--- config.mk ---
export PLATFORM = sky130hd
export DESIGN_NAME = thermal_mode_relay_blink_and_led_fade_core
export DESIGN_NICKNAME = d
export VERILOG_FILES = /design/src/rtl/tmrlf_pkg.sv /design/src/rtl/thermal_mode_relay_blink_and_led_fade_core.sv
export SDC_FILE = /design/constraint.sdc
export NUM_CORES = 1
export LEC_CHECK = 0
export ABC_AREA = 0
export BUFFER_PORTS_ARGS = -buffer_cell sky130_fd_sc_hd__buf_2
export CAP_MARGIN = 20
export CORE_ASPECT_RATIO = 0.5
export CORE_UTILIZATION = 30
export DETAILED_ROUTE_END_ITERATION = 8
export PLACE_DENSITY_LB_ADDON = 0.15
export SLEW_MARGIN = 20
export SYNTH_ARGS = -nofsm -noshare
export SYNTH_HDL_FRONTEND = slang
export SYNTH_SLANG_ARGS = --single-unit
--- constraint.sdc ---
create_clock -name aclk -period 22.8 [get_ports aclk]
set_input_delay 3.42 -clock aclk [delete_from_list [all_inputs] [get_ports aclk]]
set_output_delay 3.42 -clock aclk [all_outputs]
set_load 0.05 [all_outputs]
--- src/rtl/tmrlf_pkg.sv ---
`default_nettype none

package tmrlf_pkg;

    localparam int RELAY_COUNT_DEF = 4;
    localparam int FADE_COUNT_DEF  = 2;

    localparam int RELAY_MAX = 8;
    localparam int FADE_MAX  = 8;

    // field widths
    localparam int TIME_W   = 32;
    localparam int TEMP_W   = 10;
    localparam int IVAL_W   = 16;
    localparam int LEVEL_W  = 8;
    localparam int RBITS_W  = 4;
    localparam int STEP_W   = 4;
    localparam int RTIME_W  = 10;

    localparam int S_TDATA_W = 48;
    localparam int M_TDATA_W = 24;

    // config port
    localparam int PADDR_W = 3;
    localparam int PDATA_W = 32;
    localparam logic REG_MODE_THRESHOLD  = 1'b0;
    localparam logic REG_SAMPLE_INTERVAL = 1'b1;

    localparam logic [TEMP_W-1:0] THRESHOLD_RST = 10'd512;
    localparam logic [IVAL_W-1:0] INTERVAL_RST  = 16'd1000;

    // relay timing
    localparam logic [RTIME_W-1:0] COOL_ON_BASE  = 10'd510;
    localparam logic [RTIME_W-1:0] COOL_OFF_BASE = 10'd520;
    localparam logic [RTIME_W-1:0] COOL_STRIDE   = 10'd20;
    localparam logic [RTIME_W-1:0] WARM_TOGGLE   = 10'd200;

    // fade timing
    localparam logic [STEP_W-1:0] FADE_FAST      = 4'd0;
    localparam logic [STEP_W-1:0] FADE_SLOW      = 4'd4;
    localparam logic [STEP_W-1:0] FADE_WARM_EVEN = 4'd10;
    localparam logic [STEP_W-1:0] FADE_WARM_ODD  = 4'd11;

    localparam logic MODE_COOL = 1'b0;
    localparam logic MODE_WARM = 1'b1;

    localparam logic [LEVEL_W-1:0] LEVEL_TOP     = 8'd255;
    localparam logic [LEVEL_W-1:0] LEVEL_NEAR_TOP = 8'd254;

    function automatic logic [RTIME_W-1:0] relay_on_ms(input logic mode, input logic [2:0] idx);
        logic [RTIME_W-1:0] span;
        span = COOL_STRIDE * RTIME_W'(idx);
        return (mode == MODE_WARM) ? WARM_TOGGLE : COOL_ON_BASE + span;
    endfunction

    function automatic logic [RTIME_W-1:0] relay_off_ms(input logic mode, input logic [2:0] idx);
        logic [RTIME_W-1:0] span;
        span = COOL_STRIDE * RTIME_W'(idx);
        return (mode == MODE_WARM) ? WARM_TOGGLE : COOL_OFF_BASE + span;
    endfunction

    // even channels rise fast and fall slow in cool mode, odd ones the reverse
    function automatic logic [STEP_W-1:0] fade_step_ms(input logic mode, input logic falling,
                                                      input logic odd);
        logic [STEP_W-1:0] ms;
        if (mode == MODE_WARM) begin
            ms = odd ? FADE_WARM_ODD : FADE_WARM_EVEN;
        end else begin
            ms = (falling ^ odd) ? FADE_SLOW : FADE_FAST;
        end
        return ms;
    endfunction

endpackage

`default_nettype wire

--- src/rtl/thermal_mode_relay_blink_and_led_fade_core.sv ---
`default_nettype none

// thermal mode relay blinker and led fader. each input item carries a
// millisecond time stamp and a 10-bit temperature sample; each one yields
// exactly one result item with the relay states, two fade levels, the mode
// and a restart flag. the block takes one item per clock while the result
// side is not stalled: an input register holds the item, a single pass of
// compare and add logic updates the mode, relay and fade state, and the
// result lands in an output register. while a finished result waits, one
// more item can be taken into the input register, after which s_tready
// stays low until the result is taken. configuration registers
// (mode_threshold at 0x0, sample_interval_ms at 0x4) are written through the
// apb port and should only change while no item is in flight.
module thermal_mode_relay_blink_and_led_fade_core #(
    parameter int RELAY_COUNT = tmrlf_pkg::RELAY_COUNT_DEF,
    parameter int FADE_COUNT  = tmrlf_pkg::FADE_COUNT_DEF
) (
    input  wire logic                          aclk,
    input  wire logic                          aresetn,
    // input item channel
    input  wire logic                          s_tvalid,
    output logic                               s_tready,
    // [31:0] now_ms, [41:32] raw_temperature, [47:42] zero
    input  wire logic [tmrlf_pkg::S_TDATA_W-1:0] s_tdata,
    // result item channel
    output logic                               m_tvalid,
    input  wire logic                          m_tready,
    // [3:0] relay_bits, [11:4] led_a_level, [19:12] led_b_level,
    // [20] mode, [21] mode_changed, [23:22] zero
    output logic [tmrlf_pkg::M_TDATA_W-1:0]    m_tdata,
    // configuration port
    input  wire logic                          psel,
    input  wire logic                          penable,
    input  wire logic                          pwrite,
    input  wire logic [tmrlf_pkg::PADDR_W-1:0] paddr,
    input  wire logic [tmrlf_pkg::PDATA_W-1:0] pwdata,
    output logic [tmrlf_pkg::PDATA_W-1:0]      prdata,
    output logic                               pready
);
    import tmrlf_pkg::*;

    // ---------------- configuration ----------------
    logic [TEMP_W-1:0] threshold_reg;
    logic [IVAL_W-1:0] interval_reg;
    logic              cfg_write;
    logic              cfg_sel;

    assign pready    = 1'b1;
    assign cfg_sel   = paddr[2];
    assign cfg_write = psel && penable && pwrite && pready;

    always_ff @(posedge aclk) begin
        if (!aresetn) begin
            threshold_reg <= THRESHOLD_RST;
            interval_reg  <= INTERVAL_RST;
        end else if (cfg_write) begin
            unique case (cfg_sel)
                REG_MODE_THRESHOLD:  threshold_reg <= pwdata[TEMP_W-1:0];
                REG_SAMPLE_INTERVAL: interval_reg  <= pwdata[IVAL_W-1:0];
                default:             threshold_reg <= threshold_reg;
            endcase
        end
    end

    always_comb begin
        unique case (cfg_sel)
            REG_MODE_THRESHOLD:  prdata = {{(PDATA_W-TEMP_W){1'b0}}, threshold_reg};
            REG_SAMPLE_INTERVAL: prdata = {{(PDATA_W-IVAL_W){1'b0}}, interval_reg};
            default:             prdata = '0;
        endcase
    end

    // ---------------- handshake ----------------
    logic              in_valid_reg;
    logic [TIME_W-1:0] in_now_reg;
    logic [TEMP_W-1:0] in_raw_reg;
    logic              out_valid_reg;
    logic [M_TDATA_W-1:0] out_data_reg;
    logic              advance;     // output register can take a new result
    logic              fire;        // item in the input register is processed now

    assign advance  = !out_valid_reg || m_tready;
    assign fire     = in_valid_reg && advance;
    assign s_tready = !in_valid_reg || advance;
    assign m_tvalid = out_valid_reg;
    assign m_tdata  = out_data_reg;

    always_ff @(posedge aclk) begin
        if (!aresetn) begin
            in_valid_reg <= 1'b0;
        end else if (s_tready) begin
            in_valid_reg <= s_tvalid;
        end
    end

    always_ff @(posedge aclk) begin
        if (s_tready && s_tvalid) begin
            in_now_reg <= s_tdata[TIME_W-1:0];
            in_raw_reg <= s_tdata[TIME_W+TEMP_W-1:TIME_W];
        end
    end

    // ---------------- mode decision ----------------
    logic              mode_reg;
    logic              mode_seen_reg;   // cleared by reset so the first item restarts
    logic [TIME_W-1:0] decision_mark_reg;
    logic [TIME_W-1:0] decision_el;
    logic              decide;
    logic              mode_next;
    logic              restart;

    assign decision_el = in_now_reg - decision_mark_reg;
    assign decide      = decision_el >= {{(TIME_W-IVAL_W){1'b0}}, interval_reg};
    assign mode_next   = decide ? (in_raw_reg >= threshold_reg) : mode_reg;
    assign restart     = !mode_seen_reg || (mode_next != mode_reg);

    always_ff @(posedge aclk) begin
        if (!aresetn) begin
            mode_reg          <= MODE_COOL;
            mode_seen_reg     <= 1'b0;
            decision_mark_reg <= '0;
        end else if (fire) begin
            mode_reg      <= mode_next;
            mode_seen_reg <= 1'b1;
            if (decide) begin
                decision_mark_reg <= in_now_reg;
            end
        end
    end

    // ---------------- relays ----------------
    logic [RELAY_COUNT-1:0] relay_on_reg;
    logic [RELAY_COUNT-1:0] relay_on_next;
    logic [TIME_W-1:0]      relay_mark_reg [RELAY_COUNT];

    for (genvar r = 0; r < RELAY_COUNT; r++) begin : g_relay
        logic              on_base;
        logic [TIME_W-1:0] mark_base;
        logic [TIME_W-1:0] el;
        logic [RTIME_W-1:0] limit;
        logic              toggle;

        // a restart forces the relay off and the mark to now before the test
        assign on_base   = restart ? 1'b0 : relay_on_reg[r];
        assign mark_base = restart ? in_now_reg : relay_mark_reg[r];
        assign el        = in_now_reg - mark_base;
        assign limit     = on_base ? relay_on_ms(mode_next, 3'(r))
                                   : relay_off_ms(mode_next, 3'(r));
        assign toggle    = el >= {{(TIME_W-RTIME_W){1'b0}}, limit};
        assign relay_on_next[r] = on_base ^ toggle;

        always_ff @(posedge aclk) begin
            if (!aresetn) begin
                relay_on_reg[r]   <= 1'b0;
                relay_mark_reg[r] <= '0;
            end else if (fire) begin
                relay_on_reg[r]   <= relay_on_next[r];
                relay_mark_reg[r] <= toggle ? in_now_reg : mark_base;
            end
        end
    end

    // ---------------- fades ----------------
    logic [LEVEL_W-1:0] fade_level_reg   [FADE_COUNT];
    logic [LEVEL_W-1:0] fade_level_next  [FADE_COUNT];
    logic [FADE_COUNT-1:0] fade_falling_reg;
    logic [TIME_W-1:0]  fade_mark_reg    [FADE_COUNT];

    for (genvar f = 0; f < FADE_COUNT; f++) begin : g_fade
        logic [LEVEL_W-1:0] level_base;
        logic               falling_base;
        logic [TIME_W-1:0]  mark_base;
        logic [TIME_W-1:0]  el;
        logic [STEP_W-1:0]  step_ms;
        logic               step;
        logic               falling_next;

        assign level_base   = restart ? '0 : fade_level_reg[f];
        assign falling_base = restart ? 1'b0 : fade_falling_reg[f];
        assign mark_base    = restart ? in_now_reg : fade_mark_reg[f];
        assign el           = in_now_reg - mark_base;
        assign step_ms      = fade_step_ms(mode_next, falling_base, 1'((f % 2)));
        assign step         = el >= {{(TIME_W-STEP_W){1'b0}}, step_ms};

        // one step toward the current end, turning around at 0 and 255
        always_comb begin
            fade_level_next[f] = level_base;
            falling_next       = falling_base;
            if (step) begin
                if (falling_base) begin
                    if (level_base <= LEVEL_W'(1)) begin
                        fade_level_next[f] = '0;
                        falling_next       = 1'b0;
                    end else begin
                        fade_level_next[f] = level_base - LEVEL_W'(1);
                    end
                end else begin
                    if (level_base >= LEVEL_NEAR_TOP) begin
                        fade_level_next[f] = LEVEL_TOP;
                        falling_next       = 1'b1;
                    end else begin
                        fade_level_next[f] = level_base + LEVEL_W'(1);
                    end
                end
            end
        end

        always_ff @(posedge aclk) begin
            if (!aresetn) begin
                fade_level_reg[f]   <= '0;
                fade_falling_reg[f] <= 1'b0;
                fade_mark_reg[f]    <= '0;
            end else if (fire) begin
                fade_level_reg[f]   <= fade_level_next[f];
                fade_falling_reg[f] <= falling_next;
                fade_mark_reg[f]    <= step ? in_now_reg : mark_base;
            end
        end
    end

    // ---------------- result ----------------
    logic [RBITS_W-1:0] relay_bits;
    logic [LEVEL_W-1:0] led_b_level;

    // only the first four relays are visible on the result
    for (genvar b = 0; b < RBITS_W; b++) begin : g_bits
        if (b < RELAY_COUNT) begin : g_on
            assign relay_bits[b] = relay_on_next[b];
        end else begin : g_off
            assign relay_bits[b] = 1'b0;
        end
    end

    if (FADE_COUNT > 1) begin : g_led_b
        assign led_b_level = fade_level_next[1];
    end else begin : g_no_led_b
        assign led_b_level = '0;
    end

    always_ff @(posedge aclk) begin
        if (!aresetn) begin
            out_valid_reg <= 1'b0;
        end else if (advance) begin
            out_valid_reg <= in_valid_reg;
        end
    end

    always_ff @(posedge aclk) begin
        if (fire) begin
            out_data_reg <= {2'b00, restart, mode_next, led_b_level,
                             fade_level_next[0], relay_bits};
        end
    end

endmodule

`default_nettype wire

==> flow_summary.ini <==
[clocking]
cts_tree = built
cts_root_buf = clkbuf_16
insertion_delay_ns = 0.61
post_cts.repair.setup_buffers = 0
cts_buffers = 40
cts.sinks = 340
clk_pin_slew_worst_paths_ns = 0.07
clockBufferDepth = 3
post_cts_resized = 0
htree_levels = 2
cts_hold_buf = 0

[sta]
fin_skew_ns = 0.03689
hold_ws_ns = 0.4556
fin_crit_sh_pct = 63.65
finalSetupTns_ns = 0
hold_viol_final = 0
max_clock_freq_ghz = 0.06891
setup-violations-final = 0
rsz0062_at_grt = no
slew_viol_final = 0
worst_pin_slew_ns = 1.248
relSlewSlack_pct = 16.10
fin_crit_ns = 14.51

[final_layout]
nNetsFinal = 4701
drive_gt1_share_pct = 8.206
multi_input_area_um2 = 23130
largest_reg_flops = 128
fillers = 11930
area_growth_pct = 10.00
register_area_um2 = 9529

[critical_path]
worstSetupStartpointType = register
path_max_fanout = 53
setup.worst_path.start = in_now_reg[0]
path_buf_inv = 6
arrival_ns = 14.83
critical_path_class = register to register
rr_startpoint = in_now_reg[0]
crit_top_cell = buf_4
cpPeakStageDelay_ns = 0.71
cp_data_required_time_ns = 23.12
path_delay_family = compound AO/OA/AOI/OAI gates
critPathSlowestCell = or4b_2
cp-end-kind = register

[drt]
route.vias.total = 34060
totalWireLength_um = 143700
drt_iter0_markers = 3458
antenna_left = 0
dr_wl_met2_um = 56690
wl_met3_um = 12250
viasPerCell = 5.759
first_pass_iters = 6
drc = 0
dr.max_layer_used = met5
met1_length_um = 72400
detail_route.wl_per_cell_um = 24.30

[synth]
async_reset_ff_share_pct = 0
synth.distinct_cells = 108
ys_ff_latch = 340
syn_inst = 4383
ys.flop_type = edfxtp_1
netlist.area_leader.share_pct = 23.76
yosys-top-cells-count = 553 x nand2_1, 487 x a21oi_1, 347 x nor2_1, 272 x edfxtp_1, 242 x ha_1
yosysTopAreaCell = edfxtp_1
postSynthAreaPerCell_um2 = 7.843
synth_enable_flop_cells = 272
ys_seq_area_share_pct = 27.72
ys_warn_count = 0
post-synth-top-count-cell = nand2_1
synth_area_leaders = edfxtp_1 24%, ha_1 8.8%, a21oi_1 7.1%
synth_area_um2 = 34380

[floorplan]
io_pins = 149
start_util_pct = 30.40
core_um2 = 113100
dieHeight_um = 241.4
die_x_um = 480.7
die_area_um2 = 116000
rows = 87

[global_routing]
grt_pass1_wl_um = 210900
grt_overflow = 0
grt_max_degree = 123
grt_usage_pct = 24.19
grt_pass1_vias = 31310
grt_antenna_before_repair = 16

[placement]
hpwlAfterDp_um = 108900
port_buffers = 105
place.gp.congestion = 0.9202

[job]
drv_cap = 0

[power_and_ir_drop]
finalPower_w = 0.002373
peakVddDrop_mv = 0.04397
p_leak_nw = 14.69
power.density_nw_per_um2 = 62.76

[outcome]
status = complete, no violations

[worst_hold_path]
hold_path_class = register to register
min-delay-start = interval_reg[14]
[cell families after synthesis]
logic type	synth area share [%]
DFF	27.72
AOI/OAI and AO/OA	25.34
xor gates and xnor gates	2.930
adders and majority gates	9.128
buffers and inverters	5.481
muxes	5.558
and+or+nand+nor	23.82
other	0.02185
[cell type report]
class,instances,share of cell area [%]
multi-input combinational,3608,61.15
sequential,340,25.20
tap,1513,5.006
timing repair buffer,196,3.262
clock buffer,49,2.902
inverter,181,1.803
clock inverter,25,0.6617
antenna,2,0.01323
[path summary, 6_finish.rpt]
path	slack, ns	endpoint	cells after the start
hold reg to reg	0.46	interval_reg[14]	2
setup reg to reg	8.29	relay_mark_reg[1][4]	42
hold / removal	0.46	interval_reg[14]	2
setup / recovery	8.29	relay_mark_reg[1][4]	42
[cells in the final DEF, fill, tap and decap left out, types with 16 or more instances in the layout]
cell type,count
a211o_1,17
a211oi_1,55
a21boi_0,16
a21o_1,124
a21oi_1,487
a221oi_1,16
a311oi_1,16
a31oi_1,50
and2_1,115
and3_1,61
buf_2,105
buf_4,89
clkbuf_16,42
conb_1,19
dfxtp_1,68
edfxtp_1,272
ha_1,242
inv_1,176
mux2i_1,172
nand2_1,551
nand2b_1,74
nand3_1,129
nand4_1,60
nor2_1,345
nor2b_1,71
nor3_1,72
nor4_1,33
o2111ai_1,20
o211ai_1,48
o21a_1,34
o21ai_0,235
o21bai_1,26
o221ai_1,17
o22ai_1,16
o31ai_1,26
or2_2,29
or3_1,23
or4_1,19
xnor2_1,59
xor2_1,56
[through the flow]
stage	util [%]	cell area, um^2	worst slack (ns)	instances
5_1_grt	33.43	37810	7.476	5913
2_1_floorplan	-	34440	10.71	4400
3_5_place_dp	32.24	36460	8.509	5838
6_report	33.44	37820	8.289	5914
3_3_place_gp	32.24	36460	8.716	5838
4_1_cts	33.43	37810	8.431	5912
[power by group]
| part | total, W | leakage (nW) | switching, W | internal (W) |
|---|---|---|---|---|
| Clock | 0.000696 | 0.656 | 0.000315 | 0.000382 |
| Sequential | 0.000730 | 3.39 | 0.0000221 | 0.000708 |
| Combinational | 0.000947 | 10.7 | 0.000632 | 0.000315 |
[routing by layer]
metal / vias up / track usage, %
met1: 16540 / 37.08
li1: 16140 / -
met3: 131 / 5.472
met4: 16 / 3.946
met2: 1230 / 34.12
met5: - / 0
[worst reg2reg max path, delay by kind of cell (launching register included)]
family / cells / cell delay, ns
XOR/XNOR: 1 / 0.21
flip-flops: 1 / 0.58
multiplexers: 1 / 0.17
buffers and inverters: 6 / 2.99
AND/OR/NAND/NOR: 11 / 4.20
AO/OA/AOI/OAI: 19 / 4.72
adder cells (fa/ha/maj): 4 / 1.37
(Power assumes the default switching activity.)
